### src/hdl/fsp_pkg.sv
package fsp_pkg;

    localparam int NUM_SWITCHES_DEF = 8;

    localparam int LVL_W   = 4;
    localparam int IDX_W   = 4;
    localparam int PUMP_W  = 3;
    localparam int STATE_W = 8;

    localparam logic [PUMP_W-1:0] PUMP_MAX = 3'd7;

    localparam logic OP_SET  = 1'b0;
    localparam logic OP_EVAL = 1'b1;

    typedef struct packed {
        logic write_sw;
        logic clr_walk;
        logic step;
        logic commit;
        logic load_out;
    } t_cmd;

    typedef struct packed {
        logic changed;
        logic need_walk;
        logic walk_last;
    } t_sts;

endpackage

### src/hdl/fsp_ctrl.sv
module fsp_ctrl (
    input  logic          i_clk,
    input  logic          i_rst_n,
    input  logic          i_in_valid,
    input  logic          i_op,
    input  logic          i_out_ready,
    input  fsp_pkg::t_sts i_sts,
    output logic          o_in_ready,
    output logic          o_out_valid,
    output fsp_pkg::t_cmd o_cmd
);

    localparam logic [1:0] S_IDLE = 2'd0;
    localparam logic [1:0] S_WALK = 2'd1;
    localparam logic [1:0] S_EVAL = 2'd2;
    localparam logic [1:0] S_FIN  = 2'd3;

    logic [1:0] r_state, n_state;
    logic       r_out_valid, n_out_valid;
    logic       accept;

    assign o_in_ready  = (r_state == S_IDLE);
    assign o_out_valid = r_out_valid;
    assign accept      = i_in_valid && (r_state == S_IDLE);

    always_comb begin
        n_state     = r_state;
        n_out_valid = r_out_valid && !i_out_ready;
        o_cmd       = '0;
        case (r_state)
            S_IDLE: begin
                if (accept) begin
                    if (i_op == fsp_pkg::OP_EVAL || i_sts.changed) begin
                        o_cmd.write_sw = (i_op == fsp_pkg::OP_SET);
                        o_cmd.clr_walk = 1'b1;
                        n_state = i_sts.need_walk ? S_WALK : S_EVAL;
                    end else begin
                        n_state = S_FIN;
                    end
                end
            end
            S_WALK: begin
                o_cmd.step = 1'b1;
                if (i_sts.walk_last) begin
                    n_state = S_EVAL;
                end
            end
            S_EVAL: begin
                o_cmd.commit = 1'b1;
                n_state = S_FIN;
            end
            S_FIN: begin
                if (!r_out_valid || i_out_ready) begin
                    o_cmd.load_out = 1'b1;
                    n_out_valid = 1'b1;
                    n_state = S_IDLE;
                end
            end
            default: begin
                n_state = S_IDLE;
            end
        endcase
    end

    always_ff @(posedge i_clk) begin
        if (!i_rst_n) begin
            r_state     <= S_IDLE;
            r_out_valid <= 1'b0;
        end else begin
            r_state     <= n_state;
            r_out_valid <= n_out_valid;
        end
    end

endmodule

### src/hdl/fsp_dp.sv
module fsp_dp #(
    parameter int NUM_SWITCHES = fsp_pkg::NUM_SWITCHES_DEF
) (
    input  logic                          i_clk,
    input  logic                          i_rst_n,
    input  logic                          i_cfg_valid,
    input  logic [fsp_pkg::LVL_W-1:0]     i_cfg_used_levels,
    input  logic [fsp_pkg::IDX_W-1:0]     i_switch_index,
    input  logic                          i_switch_level,
    input  fsp_pkg::t_cmd                 i_cmd,
    output fsp_pkg::t_sts                 o_sts,
    output logic [fsp_pkg::PUMP_W-1:0]    o_pumps_needed,
    output logic                          o_level_error,
    output logic [fsp_pkg::STATE_W-1:0]   o_switch_states
);

    localparam int SW_AW = (NUM_SWITCHES > 1) ? $clog2(NUM_SWITCHES) : 1;
    localparam int LW    = fsp_pkg::LVL_W;

    logic [NUM_SWITCHES-1:0]   r_sw;
    logic [LW-1:0]             r_levels;
    logic [fsp_pkg::PUMP_W-1:0] r_pump, n_pump;
    logic                      r_err, n_err;
    logic                      r_run;
    logic                      r_werr;
    logic [LW-1:0]             r_cand;
    logic [LW-1:0]             r_cnt;
    logic [fsp_pkg::PUMP_W-1:0] r_o_pumps;
    logic                      r_o_err;
    logic [fsp_pkg::STATE_W-1:0] r_o_sw;

    logic                      idx_ok;
    logic [SW_AW-1:0]          wr_idx;
    logic [SW_AW-1:0]          walk_idx;
    logic                      walk_bit;
    logic                      top;
    logic [LW-1:0]             top_cand;
    logic [LW-1:0]             cand;
    logic [fsp_pkg::PUMP_W-1:0] cand_sat;
    logic [fsp_pkg::STATE_W-1:0] sw_view;

    assign idx_ok   = (32'(i_switch_index) < NUM_SWITCHES);
    assign wr_idx   = SW_AW'(i_switch_index);
    assign walk_idx = SW_AW'(r_cnt);
    assign walk_bit = r_sw[walk_idx];
    assign top      = r_sw[NUM_SWITCHES-1];

    assign o_sts.changed   = idx_ok && (r_sw[wr_idx] != i_switch_level);
    assign o_sts.need_walk = (r_levels >= LW'(2));
    assign o_sts.walk_last = ((LW+1)'(r_cnt) + (LW+1)'(2)) >= (LW+1)'(r_levels);

    assign top_cand = r_levels - LW'(1);
    assign cand     = top ? top_cand : r_cand;
    assign cand_sat = (cand > LW'(fsp_pkg::PUMP_MAX)) ? fsp_pkg::PUMP_MAX
                                                       : fsp_pkg::PUMP_W'(cand);

    always_comb begin
        if (r_levels < LW'(2) || NUM_SWITCHES < 2) begin
            n_err = 1'b0;
        end else begin
            n_err = r_werr || (!r_run && top);
        end
        n_pump = r_pump;
        case (r_levels)
            LW'(0): begin
                n_pump = '0;
            end
            LW'(1): begin
                n_pump = top ? fsp_pkg::PUMP_W'(1) : '0;
            end
            LW'(2): begin
                if (top) begin
                    n_pump = fsp_pkg::PUMP_W'(1);
                end else if (!r_sw[0]) begin
                    n_pump = '0;
                end
            end
            default: begin
                if (!r_sw[0]) begin
                    n_pump = '0;
                end else if (r_pump < cand_sat) begin
                    n_pump = cand_sat;
                end
            end
        endcase
    end

    for (genvar g = 0; g < fsp_pkg::STATE_W; g++) begin : g_view
        if (g < NUM_SWITCHES) begin : g_on
            assign sw_view[g] = r_sw[g];
        end else begin : g_off
            assign sw_view[g] = 1'b0;
        end
    end

    always_ff @(posedge i_clk) begin
        if (!i_rst_n) begin
            r_sw     <= '0;
            r_levels <= LW'(NUM_SWITCHES > 15 ? 15 : NUM_SWITCHES);
            r_pump   <= '0;
            r_err    <= 1'b0;
        end else begin
            if (i_cfg_valid) begin
                if (32'(i_cfg_used_levels) > NUM_SWITCHES) begin
                    r_levels <= LW'(NUM_SWITCHES);
                end else begin
                    r_levels <= i_cfg_used_levels;
                end
            end
            if (i_cmd.write_sw) begin
                r_sw[wr_idx] <= i_switch_level;
            end
            if (i_cmd.commit) begin
                r_pump <= n_pump;
                r_err  <= n_err;
            end
        end
    end

    // walk over switches 0..L-2, one per cycle
    always_ff @(posedge i_clk) begin
        if (i_cmd.clr_walk) begin
            r_cnt  <= '0;
            r_run  <= 1'b1;
            r_werr <= 1'b0;
            r_cand <= '0;
        end else if (i_cmd.step) begin
            r_cnt <= r_cnt + LW'(1);
            if (walk_bit) begin
                if (!r_run) begin
                    r_werr <= 1'b1;
                end
                if (r_cnt != '0) begin
                    r_cand <= r_cnt;
                end
            end else begin
                r_run <= 1'b0;
            end
        end
    end

    always_ff @(posedge i_clk) begin
        if (i_cmd.load_out) begin
            r_o_pumps <= r_pump;
            r_o_err   <= r_err;
            r_o_sw    <= sw_view;
        end
    end

    assign o_pumps_needed  = r_o_pumps;
    assign o_level_error   = r_o_err;
    assign o_switch_states = r_o_sw;

endmodule

### src/hdl/float_switch_pump_staging.sv
// Float-switch pump staging.
// Input channel (i_in_valid/o_in_ready) carries one word: i_op selects a
// switch update (i_switch_index, i_switch_level) or a re-evaluation.
// Every accepted word yields exactly one result word on the output channel
// (o_out_valid/i_out_ready): pump count, error flag and switch states.
// Config channel (i_cfg_valid/o_cfg_ready) writes used_levels; always ready,
// takes effect at the next re-evaluation. Write it only while idle.
// A word that changes nothing goes straight to the finish state; a
// re-evaluation with L < 2 passes the evaluate state first, and one with
// L >= 2 walks before that, covering switches 0..L-2 one per cycle (L = used levels).
// One word is in work at a time; the next word is taken as soon as the
// result is registered, while that result still waits at the output.
// If the receiver stalls, a finished word holds in the controller until
// the output register frees up; input stays blocked meanwhile.
// Reset (synchronous, active low): all switches off, pump count and error
// zero, used levels = number of switches (capped at 15), output empty.
module float_switch_pump_staging #(
    parameter int NUM_SWITCHES = fsp_pkg::NUM_SWITCHES_DEF
) (
    input  logic                          i_clk,
    input  logic                          i_rst_n,
    input  logic                          i_in_valid,
    output logic                          o_in_ready,
    input  logic                          i_op,
    input  logic [fsp_pkg::IDX_W-1:0]     i_switch_index,
    input  logic                          i_switch_level,
    output logic                          o_out_valid,
    input  logic                          i_out_ready,
    output logic [fsp_pkg::PUMP_W-1:0]    o_pumps_needed,
    output logic                          o_level_error,
    output logic [fsp_pkg::STATE_W-1:0]   o_switch_states,
    input  logic                          i_cfg_valid,
    output logic                          o_cfg_ready,
    input  logic [fsp_pkg::LVL_W-1:0]     i_cfg_used_levels
);

    fsp_pkg::t_cmd cmd;
    fsp_pkg::t_sts sts;

    assign o_cfg_ready = 1'b1;

    fsp_ctrl u_ctrl (
        .i_clk       (i_clk),
        .i_rst_n     (i_rst_n),
        .i_in_valid  (i_in_valid),
        .i_op        (i_op),
        .i_out_ready (i_out_ready),
        .i_sts       (sts),
        .o_in_ready  (o_in_ready),
        .o_out_valid (o_out_valid),
        .o_cmd       (cmd)
    );

    fsp_dp #(
        .NUM_SWITCHES (NUM_SWITCHES)
    ) u_dp (
        .i_clk             (i_clk),
        .i_rst_n           (i_rst_n),
        .i_cfg_valid       (i_cfg_valid),
        .i_cfg_used_levels (i_cfg_used_levels),
        .i_switch_index    (i_switch_index),
        .i_switch_level    (i_switch_level),
        .i_cmd             (cmd),
        .o_sts             (sts),
        .o_pumps_needed    (o_pumps_needed),
        .o_level_error     (o_level_error),
        .o_switch_states   (o_switch_states)
    );

endmodule
### config.mk
export PLATFORM = sky130hd
export DESIGN_NAME = float_switch_pump_staging
export DESIGN_NICKNAME = d
export VERILOG_FILES = /design/src/hdl/fsp_pkg.sv /design/src/hdl/fsp_ctrl.sv /design/src/hdl/fsp_dp.sv /design/src/hdl/float_switch_pump_staging.sv
export SDC_FILE = /design/constraint.sdc
export NUM_CORES = 1
export LEC_CHECK = 0
export ABC_AREA = 1
export BUFFER_PORTS_ARGS = -buffer_cell sky130_fd_sc_hd__buf_2
export CAP_MARGIN = 0
export CORE_MARGIN = 8
export CORE_UTILIZATION = 40
export CTS_BUF_LIST = sky130_fd_sc_hd__clkbuf_8
export DETAILED_ROUTE_END_ITERATION = 12
export SYNTH_ARGS = -nofsm -noshare
export SYNTH_HDL_FRONTEND = slang
export SYNTH_HIERARCHICAL = 1
export SYNTH_SLANG_ARGS = --single-unit
### constraint.sdc
create_clock -name i_clk -period 2.1 [get_ports i_clk]
set_input_delay 0.42 -clock i_clk [delete_from_list [all_inputs] [get_ports i_clk]]
set_output_delay 0.42 -clock i_clk [all_outputs]
set_load 0.02 [all_outputs]
* Word-level counts from Yosys, hierarchy flattened *
Index checks and enable logic that the tools add are counted.

word-level totals
  register bits = 41
  bits in latches = 0
  bits in writable memories = 0
  bits in read-only memories = 0
  input port bits = 15
  output and inout bits = 15
  memories kept = 0

cells by class
  add/sub/neg operators = 3
  multiply operators = 0
  div/mod/pow operators = 0
  order comparisons = 10
  equality and inequality tests = 11
  shifts and indexed selects = 0
  multiplexer cells = 32
  bitwise gates (word level) = 3
  reduce and logical (&&, ||, !) cells = 19

operators by type and width
  kind                                                            number
  two-way mux 2 bit                                               8
  two-way mux 3 bit                                               5
  AND reduction 3 bit                                             4
  two-way mux 1 bit                                               11
  one-hot mux 3 bit (3 select lines)                              1
  bitwise mux 8 bit                                               1
  < comparator 3 x 4 -> 1 bit (second input constant)             2
  two-way mux 4 bit                                               2
  one-hot mux 2 bit (4 select lines)                              1
  binary-select mux 1 bit (select 3 bit)                          2
  adder 4 x 2 -> 5 bit (second input constant)                    1
  >= comparator 5 x 4 -> 1 bit                                    1
  logical AND 1 bit                                               5
  inequality test 5 bit (second input constant)                   1
  adder 4 x 1 -> 4 bit (second input constant)                    1
  equality test 2 bit (second input constant)                     2
  equality test 4 x 1 -> 1 bit (second input constant)            1
  equality test 4 x 2 -> 1 bit (second input constant)            1
  >= comparator 4 x 2 -> 1 bit (second input constant)            1
  greater-than comparator 4 x 3 -> 1 bit (second input constant)  1
  greater-than comparator 4 bit (second input constant)           1
  logical NOT 4 bit                                               1
  < comparator 4 x 2 -> 1 bit (second input constant)             1
  < comparator 4 bit (second input constant)                      1
  15 further kinds                                                22

* Depth between registers and ports, before layout *
  depth after elaboration = 8
  mapped depth = 17

* Modules after synthesis *
The synthesis kept the hierarchy.

by module, submodules not included
  module                     times used  cells each  area each (µm²)  seq. area each (µm²)
  fsp_dp                     1           240         1945.6           880.8
  fsp_ctrl                   1           40          255.2            60.1
  float_switch_pump_staging  1           2           11.3             0.0

* Worst setup path after synthesis *
No wires, ideal clock.

  kind = input port to flip-flop
  from = in i_switch_index[1] in the netlist's numbering
  to = reg u_dp.r_cnt[1]
  arrival = 1.738 ns
  data required time = 1.978 ns
  slack = 0.240 ns
  cell stages on the path = 13
  path buffers = 0
  path through = nand2_1 -> inv_2 -> nand2_1 -> nand2_1 -> a211oi_1 -> nor2_1 -> nand2_1 -> nor3b_2 -> nor2_2 -> nor3_1 -> inv_1 -> o21ai_0 -> a21oi_1

RTL lines
  item                  RTL line                         RTL
  start, declared       float_switch_pump_staging.sv:25  input logic [fsp_pkg::IDX_W-1:0] i_switch_index,
  end signal, assigned  fsp_dp.sv:128                    r_cnt <= r_cnt + LW'(1);
  end, declared         fsp_dp.sv:27                     logic [LW-1:0] r_cnt;

==> qor.csv <==
metric,value,unit
core area,5439,um^2
most numerous cell in the Yosys netlist,nand2_1,
maximum vdd drop,0.0004169,V
IO Count,30,
pin count of the biggest net entering global routing,13,
Synth Area in Compound Gates,16.63,%
Max Fclk,521.4,MHz
clk_skew,0.01216,ns
n_diodes,0,
largest family of logic cells by synthesized area,simple AND/OR/NAND/NOR gates,
Detailed Place HPWL,3862,um
Sink Count,41,
"EDFF count, synth",12,
Yosys cell types,33,
adder-cell share of the synthesized area,9.050,%
"Clk Latency, worst-skew pair",0.30,ns
power density over the cells,1074,nW/um^2
Leakage,1.220,nW
vias in the first global route,1863,
Synth top area share,26.24,%
# fillers,534,
Post-CTS Hold Fix Bufs,0,
DR vias,1938,
Port Buffers,28,
Initial Util,40.67,%
crit path time final,1.918,ns
crit end category,register,
via density per instance,4.809,
Worst Setup Path Type,reg2reg,
simple-gate share of the synthesized area,22.34,%
Routed WL per cell,12.26,um
Min-Delay Path Class,in2reg,
number of max-cap violations,0,
"non-filler cells, final",403,
top cell type by total area after synthesis,dfxtp_1,
global-route wire length before repair,8583,um
Fin. Hold Viols,0,
Area contributors post-synth,"dfxtp_1, edfxtp_1, ha_1",
total track usage,12.75,%
YS warnings,6,
DRT antenna net count,0,
DRT Pass-1 Iters,4,
Yosys reg bits,41,
Mapped Cells,282,
Final Cycle Share,91.32,%
Max H-tree Level,2,
Routed WL,4939,um
routability cong.,0.8056,
Worst Path Max Fanout,5,
Register Area,947.2,um^2
"FFs w/ async S/R, synth",0,%
layout cells sized above 1,22.36,%
TritonCTS clock tree,done,
Longest Clk Path Bufs,2,
mux cell area share after synthesis,0,%
total global routing overflow,0,
ys flop type,dfxtp_1,
"top cells by count, synth","nand2_1, inv_1, a21oi_1, dfxtp_1, nor2_1",
# setup viols final,0,
clock-pin slew on the worst setup and hold paths,0.08,ns
DRC Markers,0,
Layout area overhead,20.53,%
die width,90.37,um
xor/xnor share of the synthesized area,0.3959,%
Final Power,2.863,mW
Placed Cells,394,
die area,8166,um^2
RSZ-0062 raised after global routing,false,
Rows,27,
nets@finish,361,
Multi-input gate area,1085,um^2
post-synthesis sequential area ratio,42.53,%
"Avg Cell Area, Syn",7.844,um^2
die height,90.37,um
Post-Syn Area,2212,um^2
status,completed,
CTS buffer count,5,
Final Max Tran Viols,0,
Worst Path Required,2.32,ns
antenna violations before repair,0,
Initial DRC Count,153,
Root Driver,clkbuf_8,
data arrival time of the worst path,2.14,ns
syn_nets,313,
Critical Path Source Type,register,
[critical path: stages, from the launching register on]
cell	delay, ns
dfxtp_1	0.35
inv_1	0.07
o22ai_1	0.19
a211oi_1	0.07
nor2_1	0.13
nor2_1	0.08
nor3b_4	0.20
nand3_1	0.09
nor2_1	0.14
nand2_1	0.14
inv_1	0.15
nand3_1	0.10
a21oi_1	0.14
[metrics by stage]
step	worst slack, ns	hold WS (ns)	cell area, um^2	utilization (%)	setup TNS (ns)
2_1_floorplan	0.2402	0.4030	2212	-	0
3_3_place_gp	-0.08143	0.4164	2536	46.63	-0.3223
3_5_place_dp	-0.08051	0.4182	2536	46.63	-0.4150
4_1_cts	0.09415	0.3214	2643	48.59	0
5_1_grt	0.003875	0.3345	2666	49.02	0
6_report	0.1822	0.3279	2666	49.02	0
[placed cells by master (no fill, tap or decap), types with 2 or more instances in the layout]
master	instances
nor2_1	23
buf_2	28
o21ai_1	4
nand3_2	3
a21boi_0	2
o21a_1	3
ha_1	16
o22ai_1	2
inv_2	7
nand2_1	50
buf_4	17
edfxtp_1	12
inv_1	38
a211oi_1	5
nor3_1	2
clkbuf_8	5
dfxtp_2	2
nand3_1	20
a21oi_1	28
nor2_2	2
nand2_2	2
o21ai_0	19
dfxtp_1	26
[cell type report]
type,instances,area share [%]
multi-input cells,192,40.69
flip-flops and latches,41,35.52
well taps,72,3.379
clock inverters,3,1.408
repair buffers,45,10.04
clock buffers,5,2.581
inverters,45,6.382
[layer usage]
metal | GRT usage (%) | part of all wire [%] | vias to the layer above | wire length (um)
li1 | - | - | 1022 | -
met1 | 14.88 | 47 | 869 | 2321
met2 | 21.23 | 46 | 41 | 2277
met3 | 3.907 | 5.4 | 6 | 268
met4 | 5.132 | 1.4 | 0 | 71
met5 | 0 | 0 | - | 0
[timing repair]
item                       CTS  global route
setup endpoints to repair    0            11
buffers inserted             0             1
gates resized for setup      0             7
[path summary, 6_finish.rpt]
| path | start | end | slack, ns | depth (start not counted) |
|---|---|---|---|---|
| worst max-delay path | u_dp/r_sw[5] | u_dp/r_sw[3] | 0.18 | 12 |
| worst min-delay path | i_cfg_valid | u_dp/r_levels[3] | 0.33 | 2 |
| worst max register to register | u_dp/r_sw[5] | u_dp/r_sw[3] | 0.18 | 12 |
| worst min register to register | u_dp/r_err | u_dp/o_level_error | 0.46 | 0 |
[flip-flops by register name (all words and copies together) (netlist names), 2 cells and up]
signal and cells:
u_dp/o_switch_states 8, u_dp/r_sw 8, u_dp/r_cand 4, u_dp/r_cnt 4, u_dp/r_levels 4, u_dp/o_pumps_needed 3, u_dp/r_pump 3, u_ctrl/r_state 2
[cells by family after synthesis]
logic type | Yosys count
adders and majority gates | 16
AOI/OAI and AO/OA | 66
and+or+nand+nor | 108
DFF | 41
buffers and inverters | 49
other | 1
xor gates and xnor gates | 1
[where the power goes]
part	switching, mW	internal, mW	total (mW)
Sequential	0.0949	0.983	1.08
Combinational	0.708	0.458	1.17
Clock	0.273	0.346	0.620
Total	1.08	1.79	2.86
(Power assumes the default switching activity.)
